$ cat config.mk
export PLATFORM = sky130hd
export DESIGN_NAME = wildcard_byte_pattern_scanner
export DESIGN_NICKNAME = d
export VERILOG_FILES = /design/src/wbps_pkg.sv /design/src/wildcard_byte_pattern_scanner.sv /design/src/wbps_matcher.sv
export SDC_FILE = /design/constraint.sdc
export NUM_CORES = 1
export LEC_CHECK = 0
export ABC_AREA = 0
export BUFFER_PORTS_ARGS = -buffer_cell sky130_fd_sc_hd__buf_2
export CORE_AREA = 4 4 237 239
export CTS_BUF_LIST = sky130_fd_sc_hd__clkbuf_16
export CTS_CLUSTER_SIZE = 10
export DETAILED_ROUTE_END_ITERATION = 10
export DIE_AREA = 0 0 241 243
export PLACE_DENSITY = 0.76
export SYNTH_ARGS = -nofsm -noshare
export SYNTH_HDL_FRONTEND = slang
export SYNTH_SLANG_ARGS = --single-unit
$ cat constraint.sdc
create_clock -name clk -period 19.6 [get_ports clk]
set_input_delay 3.92 -clock clk [delete_from_list [all_inputs] [get_ports clk]]
set_output_delay 3.92 -clock clk [all_outputs]
set_load 0.005 [all_outputs]
$ cat src/wbps_pkg.sv
// Shared types and codes for the wildcard byte pattern scanner.
// No dependencies.
package wbps_pkg;

	localparam logic [1:0] FUNC_CLEAR  = 2'd0;
	localparam logic [1:0] FUNC_APPEND = 2'd1;
	localparam logic [1:0] FUNC_SCAN   = 2'd2;

	localparam int ADDR_W = 64;

	// one pattern element: wildcard flag and byte value
	typedef struct packed {
		logic       wild;
		logic [7:0] value;
	} wbps_elem_t;

	// per-item command from the top level to the matcher
	typedef struct packed {
		logic clear;
		logic append;
		logic shift;
	} wbps_cmd_t;

endpackage

$ cat src/wildcard_byte_pattern_scanner.sv
// Wildcard byte pattern scanner, top level.
// Uses wbps_pkg and wbps_matcher.
//
// Usage: items enter on in_valid/in_stall with func, pattern_byte,
// is_wildcard, data_byte and is_last. func CLEAR empties the pattern and
// restarts the region scan, APPEND adds one element (wildcard or byte),
// SCAN feeds one region byte. Results leave on out_valid/out_stall as
// found and match_address: one result at the first full match (base plus
// start offset), or found=0 with address zero when the last byte passes
// without a match. Matching is off while region_base is zero, the pattern
// is empty, or the pattern overflowed. region_base is written through
// cfg_we/cfg_wdata by the user while the block is idle; not enforced.
//
// Throughput: one item per cycle while in_stall is low; every position
// of the pattern is compared in parallel against a shift window of recent
// bytes. A result passes the input register, the compare stage and the
// output register. Reset clears the pattern count, overflow flag, scan
// state, base and all valid flags. While out_stall is high the result is
// held; the pipeline keeps filling behind it and in_stall rises once no
// slot is free.
module wildcard_byte_pattern_scanner import wbps_pkg::*; #(
	parameter int MAX_PATTERN = 32,
	parameter int OFFSET_BITS = 32
) (
	input  logic              clk,
	input  logic              arst_n,
	input  logic              cfg_we,
	input  logic [ADDR_W-1:0] cfg_wdata,
	input  logic              in_valid,
	output logic              in_stall,
	input  logic [1:0]        func,
	input  logic [7:0]        pattern_byte,
	input  logic              is_wildcard,
	input  logic [7:0]        data_byte,
	input  logic              is_last,
	output logic              out_valid,
	input  logic              out_stall,
	output logic              found,
	output logic [ADDR_W-1:0] match_address
);

	localparam int CNT_W = $clog2(MAX_PATTERN + 1);

	logic [ADDR_W-1:0]      base_q;

	// input register
	logic                   valid_s1;
	logic [1:0]             func_s1;
	wbps_elem_t             elem_s1;
	logic [7:0]             data_s1;
	logic                   last_s1;

	// scan state
	logic [OFFSET_BITS-1:0] seen_q;
	logic                   rep_q;

	// compare stage result
	logic                   res_valid_s2;
	logic                   found_s2;
	logic [OFFSET_BITS-1:0] off_s2;

	logic                   adv1;
	logic                   adv2;
	logic                   fire;
	wbps_cmd_t              cmd;
	logic                   hit;
	logic [CNT_W-1:0]       count;
	logic [OFFSET_BITS-1:0] seen_nx;
	logic [OFFSET_BITS-1:0] cnt_ext;
	logic                   match_now;
	logic                   miss_now;

	assign adv2     = !out_valid || !out_stall;
	assign adv1     = !res_valid_s2 || adv2;
	assign fire     = valid_s1 && adv1;
	assign in_stall = valid_s1 && !adv1;

	always_ff @(posedge clk or negedge arst_n) begin
		if (!arst_n) begin
			base_q <= '0;
		end else if (cfg_we) begin
			base_q <= cfg_wdata;
		end
	end

	always_ff @(posedge clk or negedge arst_n) begin
		if (!arst_n) begin
			valid_s1 <= 1'b0;
		end else if (!in_stall) begin
			valid_s1 <= in_valid;
		end
	end

	always_ff @(posedge clk) begin
		if (in_valid && !in_stall) begin
			func_s1  <= func;
			elem_s1  <= '{wild: is_wildcard, value: pattern_byte};
			data_s1  <= data_byte;
			last_s1  <= is_last;
		end
	end

	always_comb begin
		cmd = '0;
		if (fire) begin
			case (func_s1)
				FUNC_CLEAR:  cmd.clear  = 1'b1;
				FUNC_APPEND: cmd.append = 1'b1;
				FUNC_SCAN:   cmd.shift  = 1'b1;
				default:     cmd        = '0;
			endcase
		end
	end

	wbps_matcher #(
		.MAX_PATTERN(MAX_PATTERN),
		.CNT_W      (CNT_W)
	) u_matcher (
		.clk      (clk),
		.arst_n   (arst_n),
		.cmd      (cmd),
		.elem     (elem_s1),
		.data_byte(data_s1),
		.hit      (hit),
		.count    (count)
	);

	// byte count saturates at all ones
	assign seen_nx   = (&seen_q) ? seen_q : seen_q + 1'b1;
	assign cnt_ext   = OFFSET_BITS'(count);
	assign match_now = cmd.shift && hit && (seen_nx >= cnt_ext) &&
		(base_q != '0) && !rep_q;
	assign miss_now  = cmd.shift && !match_now && last_s1 && !rep_q;

	always_ff @(posedge clk or negedge arst_n) begin
		if (!arst_n) begin
			seen_q <= '0;
			rep_q  <= 1'b0;
		end else if (cmd.clear || (cmd.shift && last_s1)) begin
			seen_q <= '0;
			rep_q  <= 1'b0;
		end else if (cmd.shift) begin
			seen_q <= seen_nx;
			rep_q  <= rep_q || match_now;
		end
	end

	always_ff @(posedge clk or negedge arst_n) begin
		if (!arst_n) begin
			res_valid_s2 <= 1'b0;
		end else if (adv1) begin
			res_valid_s2 <= match_now || miss_now;
		end
	end

	always_ff @(posedge clk) begin
		if (adv1) begin
			found_s2 <= match_now;
			off_s2   <= seen_nx - cnt_ext;
		end
	end

	always_ff @(posedge clk or negedge arst_n) begin
		if (!arst_n) begin
			out_valid <= 1'b0;
		end else if (adv2) begin
			out_valid <= res_valid_s2;
		end
	end

	always_ff @(posedge clk) begin
		if (adv2) begin
			found         <= found_s2;
			match_address <= found_s2 ? (base_q + ADDR_W'(off_s2)) : '0;
		end
	end

	a_miss_zero: assert property (@(posedge clk) disable iff (!arst_n)
		out_valid && !found |-> match_address == '0)
		else $error("miss result with nonzero address");

	a_one_match: assert property (@(posedge clk) disable iff (!arst_n)
		rep_q |-> !match_now)
		else $error("second match reported in one region");

	a_stall_src: assert property (@(posedge clk) disable iff (!arst_n)
		in_stall |-> valid_s1 && res_valid_s2 && out_valid && out_stall)
		else $error("input stalled with a free slot");

	a_s2_hold: assert property (@(posedge clk) disable iff (!arst_n)
		res_valid_s2 && !adv2 |=> res_valid_s2 && $stable(off_s2) && $stable(found_s2))
		else $error("compare stage result lost under stall");

endmodule

$ cat src/wbps_matcher.sv
// Pattern store, byte window and parallel compare for the pattern scanner.
// Depends on wbps_pkg.
module wbps_matcher import wbps_pkg::*; #(
	parameter int MAX_PATTERN = 32,
	parameter int CNT_W       = $clog2(MAX_PATTERN + 1)
) (
	input  logic             clk,
	input  logic             arst_n,
	input  wbps_cmd_t        cmd,
	input  wbps_elem_t       elem,
	input  logic [7:0]       data_byte,
	output logic             hit,
	output logic [CNT_W-1:0] count
);

	// Pattern is held reversed: the newest element sits at lane 0, so lane j
	// always lines up with window lane j (newest byte first).
	wbps_elem_t       store_q [MAX_PATTERN];
	logic [7:0]       win_q   [MAX_PATTERN];
	logic [7:0]       win_nx  [MAX_PATTERN];
	logic [CNT_W-1:0] count_q;
	logic             ovf_q;
	logic [MAX_PATTERN-1:0] lane_ok;

	always_ff @(posedge clk or negedge arst_n) begin
		if (!arst_n) begin
			count_q <= '0;
			ovf_q   <= 1'b0;
		end else if (cmd.clear) begin
			count_q <= '0;
			ovf_q   <= 1'b0;
		end else if (cmd.append) begin
			if (count_q < CNT_W'(MAX_PATTERN)) begin
				count_q <= count_q + 1'b1;
			end else begin
				ovf_q <= 1'b1;
			end
		end
	end

	always_ff @(posedge clk) begin
		if (cmd.append && (count_q < CNT_W'(MAX_PATTERN))) begin
			store_q[0] <= elem;
			for (int k = 1; k < MAX_PATTERN; k++) begin
				store_q[k] <= store_q[k-1];
			end
		end
		if (cmd.shift) begin
			win_q <= win_nx;
		end
	end

	always_comb begin
		win_nx[0] = data_byte;
		for (int k = 1; k < MAX_PATTERN; k++) begin
			win_nx[k] = win_q[k-1];
		end
	end

	// lanes past the element count are don't-care
	for (genvar j = 0; j < MAX_PATTERN; j++) begin : g_lane
		assign lane_ok[j] = (count_q <= CNT_W'(j)) || store_q[j].wild ||
			(store_q[j].value == win_nx[j]);
	end

	assign hit   = (count_q != '0) && !ovf_q && (&lane_ok);
	assign count = count_q;

endmodule

==> results.yml <==
critical_path:
  cp.arrival_ns: 4.64
  crit_slowest_cell: "and3_1"
  end_kind: "output port"
  cp_max_fo: 3
  crit_path_max_incr_delay_ns: 0.24
  path_buf_inv: 3
  regToRegStartpoint: "seen_q[0]$_DFFE_PN0P_"
  cp.depth: 5
  required_ns: 15.68
  path_class: "in2out"
  worst_path_most_repeated_cell: "buf_2"
  ff2ff_setup_slack_ns: 14.42
  cp_cell_sequence: "buf_2 -> and3_1 -> nand2_1 -> inv_1 -> buf_2"
  path_delay_family: "simple AND/OR/NAND/NOR gates"
  ff2ff_path_depth: 16
  cp-start-kind: "input port"
  r2r-end: "found_s2$_DFFE_PN_"
clock_tree:
  cts.clk_slew.worst_paths_ns: 0.05
  cts.sinks: 761
  hold_buffers: 0
  htree_levels: 3
  cts-root-buf: "clkbuf_16"
  post_cts_resized: 0
  numCtsBuffers: 87
  clock_latency_ns: 0.64
  cts_tree: "built"
  cts_setup_buffers: 0
  clockBufferDepth: 3
route:
  top_layer_used: "met5"
  drt-vias-per-instance: 6.02
  ant_nets: 0
  drt-met1-wl_mm: 27.2
  wire_per_inst_um: 22.0
  drtIter0Drc: 1644
  drc: 0
  wl_mm: 68.6
  dr_wl_met3_mm: 5.54
  vias: 18700
  dr.pass1.iters: 6
  routed-wl-met2_mm: 33.9
synthesis:
  synth.avg_cell_area_um2: 14.8
  synth_top_cell_by_area: "edfxtp_1"
  ys_top_cells_by_count: "edfxtp_1 (654), xor2_1 (209), xnor2_1 (120)"
  synth_flop_cell: "edfxtp_1"
  synth_area_um2: 32100
  synth-async-reset-ratio: 0.141
  syn_nets: 2296
  yosysSeqAreaShare: 0.696
  synth_edf_count: 654
  synth_area_leaders: "edfxtp_1 (61%), dfrtp_1 (8.4%), xor2_1 (5.7%), xnor2_1 (3.3%), mux2_2 (2.1%)"
  yosysMostFrequentCell: "edfxtp_1"
  synthDistinctLibCells: 80
  ys_seq_elements: 761
  synth_top_area_share: 0.613
  synth_cells: 2163
  yosys_warnings: 0
finish:
  fin_area_um2: 36100
  fillers: 3679
  fin_nets: 2490
  drive_gt1_frac: 0.149
  utilization: 0.670
  area_growth_syn_to_layout_pct: 12.5
timing:
  rsz0062_at_grt: "no"
  fin_crit_ns: 8.56
  tightest_slew_ns: 1.24
  relSlewSlack: 0.172
  clock_skew_ns: 0.0340
  finalCritPeriodShare: 0.437
  finalHoldViolCount: 0
  slew_violations: 0
  tns_ns: 0
  fmax_ghz: 0.117
  setup_viol: 0
placed_design:
  io_buffers: 155
  dpl_cell_area_um2: 33600
  place_congestion: 0.929
  dpl.hpwl_mm: 47.1
job:
  max_cap_violations: 0
global_routing:
  grt_max_degree: 86
  antenna_found_initial: 3
  grt_pass1_vias: 18900
  track_usage: 0.232
  gr-total-overflow: 0
  grt_pass1_wl_mm: 105
floorplanning:
  die_w_um: 241
  coreArea_um2: 53800
  die_y_um: 243
  io_pins: 156
  row_count: 85
  fp.dieArea_um2: 58600
  initial_core_util: 0.596
worst_hold_path:
  hold_start: "elem_s1[4]$_DFFE_PP_"
  min_path_cells: 0
  hold_class: "reg2reg"
  hold_path_end: "u_matcher.store_q[0][4]$_DFFE_PP_"
pwr:
  cellPowerDensity_nw_per_um2: 111
  cellLeakagePower_nw: 13.2
  peakVddDrop_v: 0.0000823
run_status:
  outcome: "completed"
## cell families after synthesis
family / share of synthesized area
AO/OA/AOI/OAI: 0.0626
adder cells (fa/ha/maj): 0.0176
XOR/XNOR: 0.0914
flip-flops: 0.696
AND/OR/NAND/NOR: 0.0963
multiplexers: 0.0229
buffers and inverters: 0.0130
## final cells by class
cell class,instances,area (um2),share of cell area
multi-input cells,1300,9340,0.259
well taps,696,871,0.0241
flip-flops and latches,761,22300,0.619
repair buffers,169,883,0.0245
clock buffers,87,2180,0.0604
diodes,3,7.51,0.000208
clock inverters,57,319,0.00885
inverters,38,150,0.00416
## placed cells by master, fill, tap and decap left out, types with 8 or more instances in the layout
cell / netlist / final
a21o_1: 24 / 24
a21oi_1: 87 / 86
a221oi_1: 12 / 12
a22o_1: 8 / 8
a31oi_1: 11 / 11
and2_1: 8 / 8
and3_1: 17 / 16
and4_1: 18 / 18
buf_2: 15 / 154
buf_4: 2 / 15
clkbuf_16: 0 / 87
dfrtp_1: 107 / 107
edfxtp_1: 654 / 654
ha_1: 42 / 42
inv_1: 38 / 80
mux2_2: 59 / 59
nand2_1: 113 / 112
nand2b_1: 23 / 23
nand3_1: 49 / 49
nand4_1: 54 / 54
nor2_1: 87 / 87
nor2b_1: 8 / 8
nor3_1: 21 / 21
nor4_1: 76 / 76
o21a_1: 8 / 8
o21ai_0: 74 / 73
o311ai_0: 9 / 9
o31ai_1: 14 / 14
o41ai_1: 11 / 11
or3_1: 14 / 14
or4_1: 8 / 8
xnor2_1: 120 / 120
xor2_1: 209 / 209
## metal layers
metal  vias up  global-route usage
met5         -                   0
met4         2              0.0692
met3       144              0.0586
met2       778               0.386
met1      9166               0.304
li1       8640                   -
## stage by stage
stage / std cells / total power, mW / hold WS [ns] / setup slack (ns)
CTS: 3108 / 4.03 / 0.430 / 11.05
global route: 3108 / 4.18 / 0.438 / 10.98
detailed placement: 2964 / 2.61 / 0.418 / 11.07
finish: 3111 / 4.01 / 0.426 / 11.04
floorplan: 2163 / 2.42 / 0.400 / 5.19
global placement: 2964 / 2.59 / 0.406 / 11.04
## worst max-delay path by stage
stage                         start                        endpoint  slack (ns)
final                     out_stall                        in_stall       11.04
after global placement    out_stall                        in_stall       11.04
after global routing      out_stall                        in_stall       10.98
after CTS                 out_stall                        in_stall       11.05
after detailed placement  out_stall                        in_stall       11.07
after floorplan           out_stall  u_matcher.count[4]$_DFFE_PN0P_        5.19
## power breakdown
part | switching, mW | total [mW] | internal [mW] | leakage (nW)
registers | 0.0786 | 1.96 | 1.88 | 7.61
clock network | 0.612 | 1.41 | 0.801 | 1.37
logic | 0.394 | 0.637 | 0.242 | 4.21
## flip-flops by register name, indices dropped and copies added (netlist names), 6 cells and up
name	cells
u_matcher.store_q	288
u_matcher.win_nx	248
base_q	64
match_address	64
off_s2	32
seen_q	32
elem_s1	9
data_s1	8
u_matcher.count	6
Note: power is estimated with default switching activity, not from simulation.
